### src/sv/mmhh_pkg.sv
// Shared types and constants of the motor mode and heading-hold controller.
`default_nettype none

package mmhh_pkg;

  // Remote mode codes, same encoding on cmd_mode and active_mode
  typedef enum logic [1:0] {
    MODE_DIRECT = 2'd0,
    MODE_HOLD   = 2'd1,
    MODE_MOOR   = 2'd2,
    MODE_NONE   = 2'd3
  } mode_t;

  // Configuration register indexes (byte address is 4 * index)
  typedef enum logic [2:0] {
    REG_STEP_INTERVAL = 3'd0,
    REG_COOLDOWN      = 3'd1,
    REG_FAILSAFE      = 3'd2,
    REG_DEADBAND      = 3'd3,
    REG_SHORT_PULSE   = 3'd4,
    REG_MAX_TAP       = 3'd5
  } reg_idx_t;

  localparam int AddrW = 5;

  // Register reset values
  localparam logic [15:0] STEP_INTERVAL_RST = 16'd100;
  localparam logic [15:0] COOLDOWN_RST      = 16'd150;
  localparam logic [19:0] FAILSAFE_RST      = 20'd300000;
  localparam logic [11:0] DEADBAND_RST      = 12'd160;
  localparam logic [9:0]  SHORT_PULSE_RST   = 10'd60;
  localparam logic [6:0]  MAX_TAP_RST       = 7'd100;

  // Tick counter saturation points (CNT16/CNT20 one above the register maximum)
  localparam logic [16:0] CNT16_SAT   = 17'd65536;
  localparam logic [20:0] CNT20_SAT   = 21'd1048576;
  localparam logic [9:0]  ELAPSED_SAT = 10'd1023;

  // Heading geometry in 1/16 degree
  localparam logic signed [14:0] HALF_TURN = 15'sd2880;
  localparam logic signed [14:0] FULL_TURN = 15'sd5760;

  // Pulse length map: 80 + (deg - 15) * 44 / 9, divide by 9 as multiply by 7282 >> 16
  localparam logic [11:0] LONG_PULSE_MAG = 12'd240;
  localparam logic [7:0]  MAP_DEG_BASE   = 8'd15;
  localparam logic [9:0]  MAP_LEN_BASE   = 10'd80;
  localparam logic [12:0] RECIP_NINE     = 13'd7282;

  // Configuration bundle
  typedef struct packed {
    logic [15:0] step_interval_ms;
    logic [15:0] cooldown_ms;
    logic [19:0] failsafe_ms;
    logic [11:0] deadband_sixteenths;
    logic [9:0]  short_pulse_ms;
    logic [6:0]  max_tap;
  } cfg_t;

  // One input word
  typedef struct packed {
    logic        packet_valid;
    logic [1:0]  cmd_mode;
    logic        cmd_power;
    logic        cmd_up;
    logic        cmd_down;
    logic        cmd_left;
    logic        cmd_right;
    logic [12:0] boat_heading;
  } item_t;

  // One result word
  typedef struct packed {
    logic        power_pin;
    logic        left_pin;
    logic        right_pin;
    logic        step_up;
    logic        step_down;
    logic [6:0]  speed_tap;
    logic [1:0]  active_mode;
    logic [12:0] held_heading;
    logic        turn_active;
    logic        failsafe_active;
  } result_t;

endpackage

`default_nettype wire

### src/sv/motor_mode_heading_hold_ctrl.sv
// Top level of the motor mode and heading-hold controller.
//
//   channel   direction  handshake          payload
//   input     in         in_valid/in_stall  packet_valid, cmd_*, boat_heading
//   result    out        out_valid/out_stall power_pin .. failsafe_active
//   config    in/out     APB psel/penable   paddr, pwdata, prdata
//
// One word per cycle sustained while out_stall is low: input register, tick logic, result register.
// out_valid rises when a word moves on from the input register into the result register.
// The result register frees in the cycle it is taken, so a new word can enter
// while a finished word waits; out_stall backs up through in_stall.
// Synchronous reset clears all control state and loads the register defaults.
`default_nettype none

module motor_mode_heading_hold_ctrl (
  input  wire logic        clk,
  input  wire logic        rst,
  // input channel
  input  wire logic        in_valid,
  output logic             in_stall,
  input  wire logic        packet_valid,
  input  wire logic [1:0]  cmd_mode,
  input  wire logic        cmd_power,
  input  wire logic        cmd_up,
  input  wire logic        cmd_down,
  input  wire logic        cmd_left,
  input  wire logic        cmd_right,
  input  wire logic [12:0] boat_heading,
  // result channel
  output logic             out_valid,
  input  wire logic        out_stall,
  output logic             power_pin,
  output logic             left_pin,
  output logic             right_pin,
  output logic             step_up,
  output logic             step_down,
  output logic [6:0]       speed_tap,
  output logic [1:0]       active_mode,
  output logic [12:0]      held_heading,
  output logic             turn_active,
  output logic             failsafe_active,
  // configuration
  input  wire logic        psel,
  input  wire logic        penable,
  input  wire logic        pwrite,
  input  wire logic [4:0]  paddr,
  input  wire logic [31:0] pwdata,
  output logic [31:0]      prdata,
  output logic             pready
);

  mmhh_pkg::cfg_t    cfg;
  mmhh_pkg::item_t   in_word;
  mmhh_pkg::result_t res;
  mmhh_pkg::result_t out_word;
  logic              in_full;
  logic              advance;

  mmhh_regs u_regs (
    .clk     (clk),
    .rst     (rst),
    .psel    (psel),
    .penable (penable),
    .pwrite  (pwrite),
    .paddr   (paddr),
    .pwdata  (pwdata),
    .prdata  (prdata),
    .pready  (pready),
    .cfg     (cfg)
  );

  // Move a word forward when the result register is free or being taken
  assign advance  = !out_valid || !out_stall;
  assign in_stall = in_full && !advance;

  // Input register
  always_ff @(posedge clk) begin
    if (rst) begin
      in_full <= 1'b0;
    end else if (!in_stall) begin
      in_full <= in_valid;
    end
  end

  always_ff @(posedge clk) begin
    if (in_valid && !in_stall) begin
      in_word.packet_valid <= packet_valid;
      in_word.cmd_mode     <= cmd_mode;
      in_word.cmd_power    <= cmd_power;
      in_word.cmd_up       <= cmd_up;
      in_word.cmd_down     <= cmd_down;
      in_word.cmd_left     <= cmd_left;
      in_word.cmd_right    <= cmd_right;
      in_word.boat_heading <= boat_heading;
    end
  end

  mmhh_core u_core (
    .clk  (clk),
    .rst  (rst),
    .go   (in_full && advance),
    .item (in_word),
    .cfg  (cfg),
    .res  (res)
  );

  // Result register
  always_ff @(posedge clk) begin
    if (rst) begin
      out_valid <= 1'b0;
    end else if (advance) begin
      out_valid <= in_full;
    end
  end

  always_ff @(posedge clk) begin
    if (in_full && advance) begin
      out_word <= res;
    end
  end

  assign power_pin       = out_word.power_pin;
  assign left_pin        = out_word.left_pin;
  assign right_pin       = out_word.right_pin;
  assign step_up         = out_word.step_up;
  assign step_down       = out_word.step_down;
  assign speed_tap       = out_word.speed_tap;
  assign active_mode     = out_word.active_mode;
  assign held_heading    = out_word.held_heading;
  assign turn_active     = out_word.turn_active;
  assign failsafe_active = out_word.failsafe_active;

endmodule

`default_nettype wire

### src/sv/mmhh_regs.sv
// APB configuration register file of the heading-hold controller.
`default_nettype none

module mmhh_regs (
  input  wire logic                      clk,
  input  wire logic                      rst,
  input  wire logic                      psel,
  input  wire logic                      penable,
  input  wire logic                      pwrite,
  input  wire logic [mmhh_pkg::AddrW-1:0] paddr,
  input  wire logic [31:0]               pwdata,
  output logic      [31:0]               prdata,
  output logic                           pready,
  output mmhh_pkg::cfg_t                 cfg
);

  logic                    wr_en;
  mmhh_pkg::reg_idx_t      idx;

  assign pready = 1'b1;
  assign wr_en  = psel & penable & pwrite;
  assign idx    = mmhh_pkg::reg_idx_t'(paddr[4:2]);

  // Write decode
  always_ff @(posedge clk) begin
    if (rst) begin
      cfg.step_interval_ms    <= mmhh_pkg::STEP_INTERVAL_RST;
      cfg.cooldown_ms         <= mmhh_pkg::COOLDOWN_RST;
      cfg.failsafe_ms         <= mmhh_pkg::FAILSAFE_RST;
      cfg.deadband_sixteenths <= mmhh_pkg::DEADBAND_RST;
      cfg.short_pulse_ms      <= mmhh_pkg::SHORT_PULSE_RST;
      cfg.max_tap             <= mmhh_pkg::MAX_TAP_RST;
    end else if (wr_en) begin
      unique case (idx)
        mmhh_pkg::REG_STEP_INTERVAL: cfg.step_interval_ms    <= pwdata[15:0];
        mmhh_pkg::REG_COOLDOWN:      cfg.cooldown_ms         <= pwdata[15:0];
        mmhh_pkg::REG_FAILSAFE:      cfg.failsafe_ms         <= pwdata[19:0];
        mmhh_pkg::REG_DEADBAND:      cfg.deadband_sixteenths <= pwdata[11:0];
        mmhh_pkg::REG_SHORT_PULSE:   cfg.short_pulse_ms      <= pwdata[9:0];
        mmhh_pkg::REG_MAX_TAP:       cfg.max_tap             <= pwdata[6:0];
        default: ;
      endcase
    end
  end

  // Read mux
  always_comb begin
    unique case (idx)
      mmhh_pkg::REG_STEP_INTERVAL: prdata = {16'd0, cfg.step_interval_ms};
      mmhh_pkg::REG_COOLDOWN:      prdata = {16'd0, cfg.cooldown_ms};
      mmhh_pkg::REG_FAILSAFE:      prdata = {12'd0, cfg.failsafe_ms};
      mmhh_pkg::REG_DEADBAND:      prdata = {20'd0, cfg.deadband_sixteenths};
      mmhh_pkg::REG_SHORT_PULSE:   prdata = {22'd0, cfg.short_pulse_ms};
      mmhh_pkg::REG_MAX_TAP:       prdata = {25'd0, cfg.max_tap};
      default:                     prdata = 32'd0;
    endcase
  end

endmodule

`default_nettype wire

### src/sv/mmhh_pulse_len.sv
// Steer pulse length from the heading error magnitude.
`default_nettype none

module mmhh_pulse_len (
  input  wire logic [11:0] mag,
  input  wire logic [9:0]  short_pulse_ms,
  output logic      [9:0]  len
);

  logic [7:0]  deg;
  logic [7:0]  deg_over;
  logic [12:0] scaled;
  logic [25:0] prod;

  // Whole degrees above fifteen, times 44 by shifts, then divide by 9
  assign deg      = mag[11:4];
  assign deg_over = deg - mmhh_pkg::MAP_DEG_BASE;
  assign scaled   = {deg_over, 5'b0} + {2'b0, deg_over, 3'b0} + {3'b0, deg_over, 2'b0};
  assign prod     = scaled * mmhh_pkg::RECIP_NINE;

  // Magnitude never exceeds 180 degrees, so the long length stays under 1023
  assign len = (mag < mmhh_pkg::LONG_PULSE_MAG) ? short_pulse_ms
             : mmhh_pkg::MAP_LEN_BASE + prod[25:16];

endmodule

`default_nettype wire

### src/sv/mmhh_core.sv
// Per-tick mode, steer, speed-tap and failsafe logic with its state.
`default_nettype none

module mmhh_core (
  input  wire logic             clk,
  input  wire logic             rst,
  input  wire logic             go,
  input  wire mmhh_pkg::item_t  item,
  input  wire mmhh_pkg::cfg_t   cfg,
  output mmhh_pkg::result_t     res
);

  // State
  logic [1:0]  mode_reg;
  logic        c_power, c_up, c_down, c_left, c_right;
  logic        last_power;
  logic        pin_power, pin_left, pin_right;
  logic        req_up, req_down;
  logic [6:0]  tap_pos;
  logic [16:0] since_step;
  logic        nav_locked;
  logic [12:0] target_heading;
  logic        pulse_running;
  logic [9:0]  pulse_elapsed;
  logic [9:0]  pulse_length;
  logic [16:0] since_pulse_end;
  logic [20:0] since_packet;

  // Next values
  logic [1:0]  mode_reg_next;
  logic        c_power_next, c_up_next, c_down_next, c_left_next, c_right_next;
  logic        last_power_next;
  logic        pin_power_next, pin_left_next, pin_right_next;
  logic        req_up_next, req_down_next;
  logic [6:0]  tap_pos_next;
  logic [16:0] since_step_next;
  logic        nav_locked_next;
  logic [12:0] target_heading_next;
  logic        pulse_running_next;
  logic [9:0]  pulse_elapsed_next;
  logic [9:0]  pulse_length_next;
  logic [16:0] since_pulse_end_next;
  logic [20:0] since_packet_next;

  logic [16:0] ss_inc, spe_inc;
  logic [20:0] sp_inc;
  logic [9:0]  pe_inc;
  logic [12:0] nav_target;
  logic signed [14:0] err_raw, err;
  logic [14:0] err_abs;
  logic [11:0] mag;
  logic [9:0]  new_len;
  logic        did_up, did_down, fs;

  // Advance the tick counters
  assign ss_inc  = (since_step < mmhh_pkg::CNT16_SAT) ? since_step + 17'd1 : since_step;
  assign spe_inc = (since_pulse_end < mmhh_pkg::CNT16_SAT) ? since_pulse_end + 17'd1
                                                           : since_pulse_end;
  assign sp_inc  = (since_packet < mmhh_pkg::CNT20_SAT) ? since_packet + 21'd1 : since_packet;
  assign pe_inc  = (pulse_running && pulse_elapsed < mmhh_pkg::ELAPSED_SAT)
                   ? pulse_elapsed + 10'd1 : pulse_elapsed;

  // Wrap the heading error once to +-180 degrees
  assign nav_target = nav_locked ? target_heading : item.boat_heading;
  assign err_raw    = $signed({2'b00, nav_target}) - $signed({2'b00, item.boat_heading});
  always_comb begin
    err = err_raw;
    if (err_raw > mmhh_pkg::HALF_TURN) begin
      err = err_raw - mmhh_pkg::FULL_TURN;
    end else if (err_raw < -mmhh_pkg::HALF_TURN) begin
      err = err_raw + mmhh_pkg::FULL_TURN;
    end
  end
  assign err_abs = err[14] ? 15'(-err) : 15'(err);
  assign mag     = err_abs[11:0];

  mmhh_pulse_len u_pulse_len (
    .mag            (mag),
    .short_pulse_ms (cfg.short_pulse_ms),
    .len            (new_len)
  );

  // Tick update
  always_comb begin
    mode_reg_next        = mode_reg;
    c_power_next         = c_power;
    c_up_next            = c_up;
    c_down_next          = c_down;
    c_left_next          = c_left;
    c_right_next         = c_right;
    last_power_next      = last_power;
    pin_power_next       = pin_power;
    pin_left_next        = pin_left;
    pin_right_next       = pin_right;
    req_up_next          = req_up;
    req_down_next        = req_down;
    tap_pos_next         = tap_pos;
    since_step_next      = ss_inc;
    nav_locked_next      = nav_locked;
    target_heading_next  = target_heading;
    pulse_running_next   = pulse_running;
    pulse_elapsed_next   = pe_inc;
    pulse_length_next    = pulse_length;
    since_pulse_end_next = spe_inc;
    since_packet_next    = sp_inc;
    did_up               = 1'b0;
    did_down             = 1'b0;

    // Latch a new packet
    if (item.packet_valid) begin
      mode_reg_next     = item.cmd_mode;
      c_power_next      = item.cmd_power;
      c_up_next         = item.cmd_up;
      c_down_next       = item.cmd_down;
      c_left_next       = item.cmd_left;
      c_right_next      = item.cmd_right;
      since_packet_next = 21'd0;
      if (item.cmd_mode == mmhh_pkg::MODE_DIRECT || item.cmd_mode == mmhh_pkg::MODE_MOOR) begin
        nav_locked_next = 1'b0;
      end
    end

    // Power toggle and speed requests, shared by direct and hold modes
    if (mode_reg_next == mmhh_pkg::MODE_DIRECT || mode_reg_next == mmhh_pkg::MODE_HOLD) begin
      if (c_power_next != last_power) begin
        pin_power_next  = c_power_next;
        last_power_next = c_power_next;
      end
      if ((c_up_next && c_down_next) || !c_power_next) begin
        req_up_next   = 1'b0;
        req_down_next = 1'b0;
      end else begin
        req_up_next   = c_up_next;
        req_down_next = c_down_next;
      end
    end

    // Manual steering from the buttons; both held drops both
    if (mode_reg_next == mmhh_pkg::MODE_DIRECT) begin
      pin_left_next  = c_left_next && !c_right_next;
      pin_right_next = c_right_next && !c_left_next;
    end

    // Heading hold: lock target, start and end steer pulses
    if (mode_reg_next == mmhh_pkg::MODE_HOLD) begin
      if (!nav_locked_next) begin
        target_heading_next = item.boat_heading;
        nav_locked_next     = 1'b1;
      end
      if (!pulse_running && mag > cfg.deadband_sixteenths
          && since_pulse_end_next > {1'b0, cfg.cooldown_ms}) begin
        pulse_length_next  = new_len;
        pulse_elapsed_next = 10'd0;
        pulse_running_next = 1'b1;
        if (!err[14] && err != 15'sd0) begin
          pin_left_next = 1'b1;
        end else begin
          pin_right_next = 1'b1;
        end
      end
      if (pulse_running_next && pulse_elapsed_next >= pulse_length_next) begin
        pin_left_next        = 1'b0;
        pin_right_next       = 1'b0;
        pulse_running_next   = 1'b0;
        since_pulse_end_next = 17'd0;
      end
    end

    // Step the speed tap; a step up zeroes the interval so down cannot follow
    if (req_up_next && since_step_next > {1'b0, cfg.step_interval_ms}
        && tap_pos < cfg.max_tap) begin
      tap_pos_next    = tap_pos + 7'd1;
      since_step_next = 17'd0;
      did_up          = 1'b1;
    end else if (req_down_next && since_step_next > {1'b0, cfg.step_interval_ms}
                 && tap_pos != 7'd0) begin
      tap_pos_next    = tap_pos - 7'd1;
      since_step_next = 17'd0;
      did_down        = 1'b1;
    end

    // Failsafe forces all pins low
    fs = since_packet_next > {1'b0, cfg.failsafe_ms};
    if (fs) begin
      pin_power_next = 1'b0;
      pin_left_next  = 1'b0;
      pin_right_next = 1'b0;
    end
  end

  // Result word of this tick
  assign res.power_pin       = pin_power_next;
  assign res.left_pin        = pin_left_next;
  assign res.right_pin       = pin_right_next;
  assign res.step_up         = did_up;
  assign res.step_down       = did_down;
  assign res.speed_tap       = tap_pos_next;
  assign res.active_mode     = mode_reg_next;
  assign res.held_heading    = target_heading_next;
  assign res.turn_active     = pulse_running_next;
  assign res.failsafe_active = fs;

  // Hold state between words
  always_ff @(posedge clk) begin
    if (rst) begin
      mode_reg        <= mmhh_pkg::MODE_DIRECT;
      c_power         <= 1'b0;
      c_up            <= 1'b0;
      c_down          <= 1'b0;
      c_left          <= 1'b0;
      c_right         <= 1'b0;
      last_power      <= 1'b0;
      pin_power       <= 1'b0;
      pin_left        <= 1'b0;
      pin_right       <= 1'b0;
      req_up          <= 1'b0;
      req_down        <= 1'b0;
      tap_pos         <= 7'd0;
      since_step      <= 17'd0;
      nav_locked      <= 1'b0;
      target_heading  <= 13'd0;
      pulse_running   <= 1'b0;
      pulse_elapsed   <= 10'd0;
      pulse_length    <= 10'd0;
      since_pulse_end <= 17'd0;
      since_packet    <= 21'd0;
    end else if (go) begin
      mode_reg        <= mode_reg_next;
      c_power         <= c_power_next;
      c_up            <= c_up_next;
      c_down          <= c_down_next;
      c_left          <= c_left_next;
      c_right         <= c_right_next;
      last_power      <= last_power_next;
      pin_power       <= pin_power_next;
      pin_left        <= pin_left_next;
      pin_right       <= pin_right_next;
      req_up          <= req_up_next;
      req_down        <= req_down_next;
      tap_pos         <= tap_pos_next;
      since_step      <= since_step_next;
      nav_locked      <= nav_locked_next;
      target_heading  <= target_heading_next;
      pulse_running   <= pulse_running_next;
      pulse_elapsed   <= pulse_elapsed_next;
      pulse_length    <= pulse_length_next;
      since_pulse_end <= since_pulse_end_next;
      since_packet    <= since_packet_next;
    end
  end

endmodule

`default_nettype wire
### config.mk
export PLATFORM = sky130hd
export DESIGN_NAME = motor_mode_heading_hold_ctrl
export DESIGN_NICKNAME = d
export VERILOG_FILES = /design/src/sv/mmhh_pkg.sv /design/src/sv/motor_mode_heading_hold_ctrl.sv /design/src/sv/mmhh_regs.sv /design/src/sv/mmhh_pulse_len.sv /design/src/sv/mmhh_core.sv
export SDC_FILE = /design/constraint.sdc
export NUM_CORES = 1
export LEC_CHECK = 0
export BUFFER_PORTS_ARGS = -buffer_cell sky130_fd_sc_hd__buf_4
export CORE_AREA = 2 2 161 203
export CTS_CLUSTER_DIAMETER = 80
export DETAILED_ROUTE_END_ITERATION = 6
export DIE_AREA = 0 0 163 205
export HOLD_SLACK_MARGIN = 0.08
export PLACE_DENSITY = 0.76
export SETUP_SLACK_MARGIN = 0.05
export SLEW_MARGIN = 25
export SYNTH_ARGS = -nofsm -noshare
export SYNTH_HDL_FRONTEND = slang
export SYNTH_SLANG_ARGS = --single-unit
### constraint.sdc
create_clock -name clk -period 33.7 [get_ports clk]
set_clock_uncertainty 0.15 [all_clocks]
set_input_delay 3.37 -clock clk [delete_from_list [all_inputs] [get_ports clk]]
set_output_delay 3.37 -clock clk [all_outputs]
set_load 0.01 [all_outputs]
Word level (Yosys, flattened, before mapping)
Index checks and enable logic that the tools add are counted.
{"block": "word_totals", "register_bits": 243, "inputBits": 65, "out_inout_bits": 64, "wordCells": 184}
{"block": "op_classes", "n_addsub": 14, "multipliers": 1, "magnitude_cmp": 13, "eq_ne": 8, "n_mux": 58, "bitwise_logic": 2, "reduce_logical": 41}
{"op": "$pmux 20 s6", "n": 1}
{"op": "$mux 17", "n": 6}
{"op": "$mux 10", "n": 7}
{"op": "$mux 21", "n": 2}
{"op": "$mux 13", "n": 3}
{"op": "$add 17x1->17 const B", "n": 2}
{"op": "$gt 17x16->1", "n": 2}
{"op": "$lt 17x17->1 const B", "n": 2}
{"op": "$mux 1", "n": 33}
{"op": "$mux 15", "n": 2}
{"op": "$mul 13x12->25 const B", "n": 1}
{"op": "$add 21x1->21 const B", "n": 1}
{"op": "$gt 21x20->1", "n": 1}
{"op": "$lt 21x21->1 const B", "n": 1}
{"op": "$add 15x14->15 const B", "n": 1}
{"op": "$gt 15x13->1 const B", "n": 1}
{"op": "$logic_and 1x1->1", "n": 15}
{"op": "$lt 15x13->1 const B", "n": 1}
{"op": "$reduce_bool 15->1", "n": 1}
{"op": "$sub 15x14->15 const B", "n": 1}
{"op": "$mux 7", "n": 2}
{"op": "$reduce_and 2->1", "n": 7}
{"op": "$sub 13x13->14", "n": 1}
{"op": "$add 13x10->13", "n": 1}
{"op": "27 further kinds", "n": 42}

Longest topological paths before layout
{"block": "depth", "ltp_word": 20, "ltp_mapped": 68, "ltp_nobuf": 65}

Hierarchy
A second synthesis with hierarchy kept.
{"block": "unflattened", "cells_unflattened": 2100, "area_unflattened_um2": 18179.9}
{"module": "mmhh_core", "instances": 1, "cells_per_inst": 1287, "area_per_inst_um2": 9799.4, "seq_area_each_um2": 2202.1}
{"module": "mmhh_regs", "instances": 1, "cells_per_inst": 425, "area_per_inst_um2": 4006.3, "seq_area_each_um2": 1621.6}
{"module": "mmhh_pulse_len", "instances": 1, "cells_per_inst": 328, "area_per_inst_um2": 2786.4, "seq_area_each_um2": 0.0}
{"module": "motor_mode_heading_hold_ctrl", "instances": 1, "cells_per_inst": 60, "area_per_inst_um2": 1587.8, "seq_area_each_um2": 1541.5}

Worst setup path before layout
OpenSTA, ideal clock, no wires.
{"block": "synth_path", "path_kind": "flip-flop to flip-flop", "from": "reg u_core.nav_locked", "to": "reg u_core.pin_right", "setup_ns": 0.070, "arrival_time_ns": 13.690, "t_required_ns": 33.480, "slack_ns": 19.789, "stages_incl_launch_ff": 64, "n_path_buf": 4, "synth_period_minus_slack_ns": 13.911, "path_cell_list": "dfxtp_1 > clkbuf_1 > clkbuf_1 > nand2_1 > o21ai_0 > ha_1 > buf_2 > and3_1 > buf_2 > a221o_1 > a211oi_2 > inv_1 > ha_1 > and2_1 > o311ai_2 > o211a_4 > a22o_1 > nor2_1 > (+28 left out) > nand3_1 > nand4_1 > inv_1 > ha_1 > or3_1 > o31a_1 > a31o_2 > a21oi_1 > xnor2_1 > nand2b_1 > a31o_2 > ha_1 > a21o_1 > a21o_1 > o211ai_1 > nand2_1 > or4_1 > a21oi_1"}
{"block": "synth_between", "elab_chain_len": 20, "elab_cells_between_ends": 36, "cone_classes": "add/sub (8); mul (1); order compare (5); mux (16); reduce/logical (6)"}
{"element": "from (decl)", "line_no": "mmhh_core.sv:21", "text": "logic nav_locked;"}
{"element": "from (signal assigned)", "line_no": "mmhh_core.sv:242", "text": "nav_locked <= nav_locked_next;"}
{"element": "$mux 13 (*)", "line_no": "mmhh_core.sv:64", "text": "assign nav_target = nav_locked ? target_heading : item.boat_heading;"}
{"element": "$sub 13x13->14 (*)", "line_no": "mmhh_core.sv:65", "text": "assign err_raw = $signed({2'b00, nav_target}) - $signed({2'b00, item.boat_heading});"}
{"element": "$add 15x14->15 / $lt 15x13->1 (equally long branches)", "line_no": "mmhh_core.sv:71, mmhh_core.sv:70"}
{"element": "$mux 15", "line_no": "mmhh_core.sv:70", "text": "end else if (err_raw < -mmhh_pkg::HALF_TURN) begin"}
{"element": "$mux 15 (*)", "line_no": "mmhh_core.sv:68", "text": "if (err_raw > mmhh_pkg::HALF_TURN) begin"}
{"element": "$neg 12->12", "line_no": "mmhh_core.sv:74", "text": "assign err_abs = err[14] ? 15'(-err) : 15'(err);"}
{"element": "$mux 12", "line_no": "mmhh_core.sv:74"}
{"element": "$sub 8x4->8", "line_no": "mmhh_pulse_len.sv:17", "text": "assign deg_over = deg - mmhh_pkg::MAP_DEG_BASE;"}
{"element": "(+4 left out)"}
{"element": "$mux 10", "line_no": "mmhh_pulse_len.sv:22", "text": "assign len = (mag < mmhh_pkg::LONG_PULSE_MAG) ? short_pulse_ms"}
{"element": "$mux 10", "line_no": "mmhh_core.sv:150", "text": "if (!pulse_running && mag > cfg.deadband_sixteenths"}
{"element": "$mux 10", "line_no": "mmhh_core.sv:145", "text": "if (mode_reg_next == mmhh_pkg::MODE_HOLD) begin"}
{"element": "$ge 10x10->1", "line_no": "mmhh_core.sv:161", "text": "if (pulse_running_next && pulse_elapsed_next >= pulse_length_next) begin"}
{"element": "$logic_and 1x1->1", "line_no": "mmhh_core.sv:161"}
{"element": "$mux 1 (*)", "line_no": "mmhh_core.sv:161"}
{"element": "$mux 1 (*)", "line_no": "mmhh_core.sv:145"}
{"element": "$mux 1 (*)", "line_no": "mmhh_core.sv:184", "text": "if (fs) begin"}
{"element": "to (signal assigned)", "line_no": "mmhh_core.sv:237", "text": "pin_right <= pin_right_next;"}
{"element": "to (decl)", "line_no": "mmhh_core.sv:17", "text": "logic pin_power, pin_left, pin_right;"}
Mark *: on every way between the ends. The rest lies on a longest branch, timed or not. The select of a mux whose other input is x is not followed.
A chain may end at the register's enable or synchronous reset.

Final worst setup path
Ends and elaborated chain as after synthesis.

==> run metrics <==
async set or reset register ratio after synthesis 0; Final #Nets 2558; die height 205 um; vias 15.9k; Largest Register u_regs.cfg; Final Critical Period 16040 ps; Setup Buffers After CTS 0; Hold WS 308 ps; Synth Flop Type dfxtp_1; Ant. Diodes 0; synthesis warning total 0; R2R cell count 60; fmax 62.3 MHz; register area share after synthesis 0.297; Synth cell types 90; vias in the first global route 15.5k; pin count of the biggest net entering global routing 87; Longest Clk Path Bufs 3; post_cts resized 0; Vias/cell 5.87; biggest regs u_regs.cfg: 81 flops, in_word: 21 flops, u_core.since_packet: 21 flops; max-cap violations 0; #FFs+latches synth 243; root buf cell clkbuf_16; Clock Pin Slew Worst Setup and Hold Paths 60 ps; Clock Latency Late Sink 540 ps; Final GP Congestion 0.902; synthesized area 0.0181 mm^2; worst setup path start u_core.nav_locked$_SDFFE_PP0P_; Slew Limit Fails 0; TritonCTS Buffers 26; most common cell after layout, fill and taps aside nand2_1; Setup crit end kind flip-flop; first-pass GRT wire length 75100 um; hpwl dp 34600 um; crit path to u_core.pin_right$_SDFFE_PP0P_; initial DRC count 1070; Area growth syn-to-layout 9.83%; Final WS setup 17660 ps; Critical Path AT 16360 ps; Slew @ Worst Pin 977 ps; Overflow after GRT 0; TritonRoute pass-1 iters 5; cell mode on critical path ha_1; dpl ws 17840 ps; Crit Path Max Fanout 27; WL final 46200 um; Placeable Area 0.0315 mm^2; Antenna Nets Post-Route 0; I/O Pins 129; flop2flop setup slack 17660 ps; die width 163 um; status completed; CTS Hold Bufs 0; Initial Utilization 0.574; RR Endpoint u_core.pin_right$_SDFFE_PP0P_; most frequent cells in the layout nand2_1, a21oi_1, nor2_1, dfxtp_1, inv_1; Reg-to-Reg Start u_core.nav_locked$_SDFFE_PP0P_; Post-synth EDFFs 50; WS Path Type reg -> reg; final setup vio count 0; max_slew headroom 0.348; Worst path max stage delay 830 ps; CP Launch Type flip-flop; routed len/inst 17.0 um; Avg Cell Area, Syn 8.08 um^2; Min-Delay Path Class reg -> reg; CTS tree yes; Crit path required time 34020 ps; I/O Buffers 101; synthesized instance count 2239; DRC errors left 0; Tcrit/Tclk final 0.476; Num Clock Sinks 243; die area 0.0334 mm^2; H-tree levels 1; Largest register FFs 81; RSZ-0062 raised after global routing no; final hold violations 0; antenna violations before repair 0; crit path max-delay cell type dfxtp_1; share of layout cells above drive strength 1 0.0939; setup TNS 0 ps; FP Rows 73; total track usage 0.273; Fill cells 2755
per-layer routing:
layer	up-vias	routed length, um	GRT usage
li1	7856	-	-
met1	7551	18800	0.320
met2	410	23500	0.506
met3	108	1780	0.0241
met4	0	2080	0.116
met5	-	0	0
cell usage after synthesis, drive strengths merged (7+ instances only):
cell,n,area (um^2)
nand2,311,1170
a21oi,204,1020
nor2,194,728
dfxtp,193,3860
inv,188,706
ha,185,2310
o21ai,82,410
clkbuf,77,290
nand3,73,365
xnor2,64,561
edfxtp,50,1500
nor3,50,255
mux2i,47,470
a21o,46,345
xor2,42,375
buf,32,186
nand4,32,206
fa,28,561
o211ai,28,210
mux2,26,300
nor2b,26,163
o21a,25,188
a31oi,17,113
nand3b,17,128
and3,15,93.8
nand2b,15,93.8
and2,14,87.6
or3,14,87.6
a211oi,12,100
o22ai,9,56.3
a22oi,8,60.1
nor4,8,56.3
a211o,7,61.3
stage by stage:
step | util | cell area, um^2 | std cells
final | 0.630 | 19900 | 2712
after global routing | 0.630 | 19900 | 2712
after CTS | 0.630 | 19900 | 2712
after detailed placement | 0.604 | 19000 | 2664
after global placement | 0.604 | 19000 | 2664
after floorplan | - | 18100 | 2250
cell type report:
| class | count | area (um^2) | share of cell area |
|---|---|---|---|
| repair buffers | 111 | 833 | 0.0419 |
| well taps | 412 | 515 | 0.0259 |
| flip-flops and latches | 243 | 5370 | 0.270 |
| clock inverters | 14 | 103 | 0.00516 |
| clock buffers | 34 | 712 | 0.0358 |
| multi-input cells | 1708 | 11600 | 0.585 |
| inverters | 190 | 714 | 0.0360 |
cell families (layout without fill, tap and decap cells):
kind of cell / after synthesis / after routing / synth area share
AOI/OAI and AO/OA: 506 / 506 / 0.179
xor gates and xnor gates: 106 / 106 / 0.0517
adders and majority gates: 213 / 213 / 0.159
buffers and inverters: 299 / 349 / 0.0658
DFF: 243 / 243 / 0.297
muxes: 76 / 76 / 0.0463
other: 2 / 13 / 0.000415
and+or+nand+nor: 794 / 794 / 0.202
critical path, delay by kind of cell, from the launching register on:
| kind | cells | cell delay (ps) |
|---|---|---|
| flip-flops | 1 | 830 |
| AO/OA/AOI/OAI | 21 | 5070 |
| buffers and inverters | 8 | 760 |
| adder cells (fa/ha/maj) | 14 | 5060 |
| XOR/XNOR | 4 | 1590 |
| multiplexers | 1 | 260 |
| AND/OR/NAND/NOR | 12 | 2240 |
worst min path at each step:
stage	startpoint	endpoint	slack, ps	depth (start not counted)
after floorplan	u_core.pulse_length[1]$_SDFFE_PP0P_	u_core.pulse_length[1]$_SDFFE_PP0P_	290	2
after global placement	u_core.pulse_length[1]$_SDFFE_PP0P_	u_core.pulse_length[1]$_SDFFE_PP0P_	290	2
after detailed placement	u_regs.cfg[33]$_SDFFE_PP0P_	u_regs.cfg[33]$_SDFFE_PP0P_	300	2
after CTS	u_regs.cfg[33]$_SDFFE_PP0P_	u_regs.cfg[33]$_SDFFE_PP0P_	310	2
after global routing	u_core.pulse_length[5]$_SDFFE_PP0P_	u_core.pulse_length[5]$_SDFFE_PP0P_	320	2
final	u_regs.cfg[33]$_SDFFE_PP0P_	u_regs.cfg[33]$_SDFFE_PP0P_	310	2
Power is not shown: default switching activity piles up to over one toggle a cycle in this logic, so the estimate is an artifact.
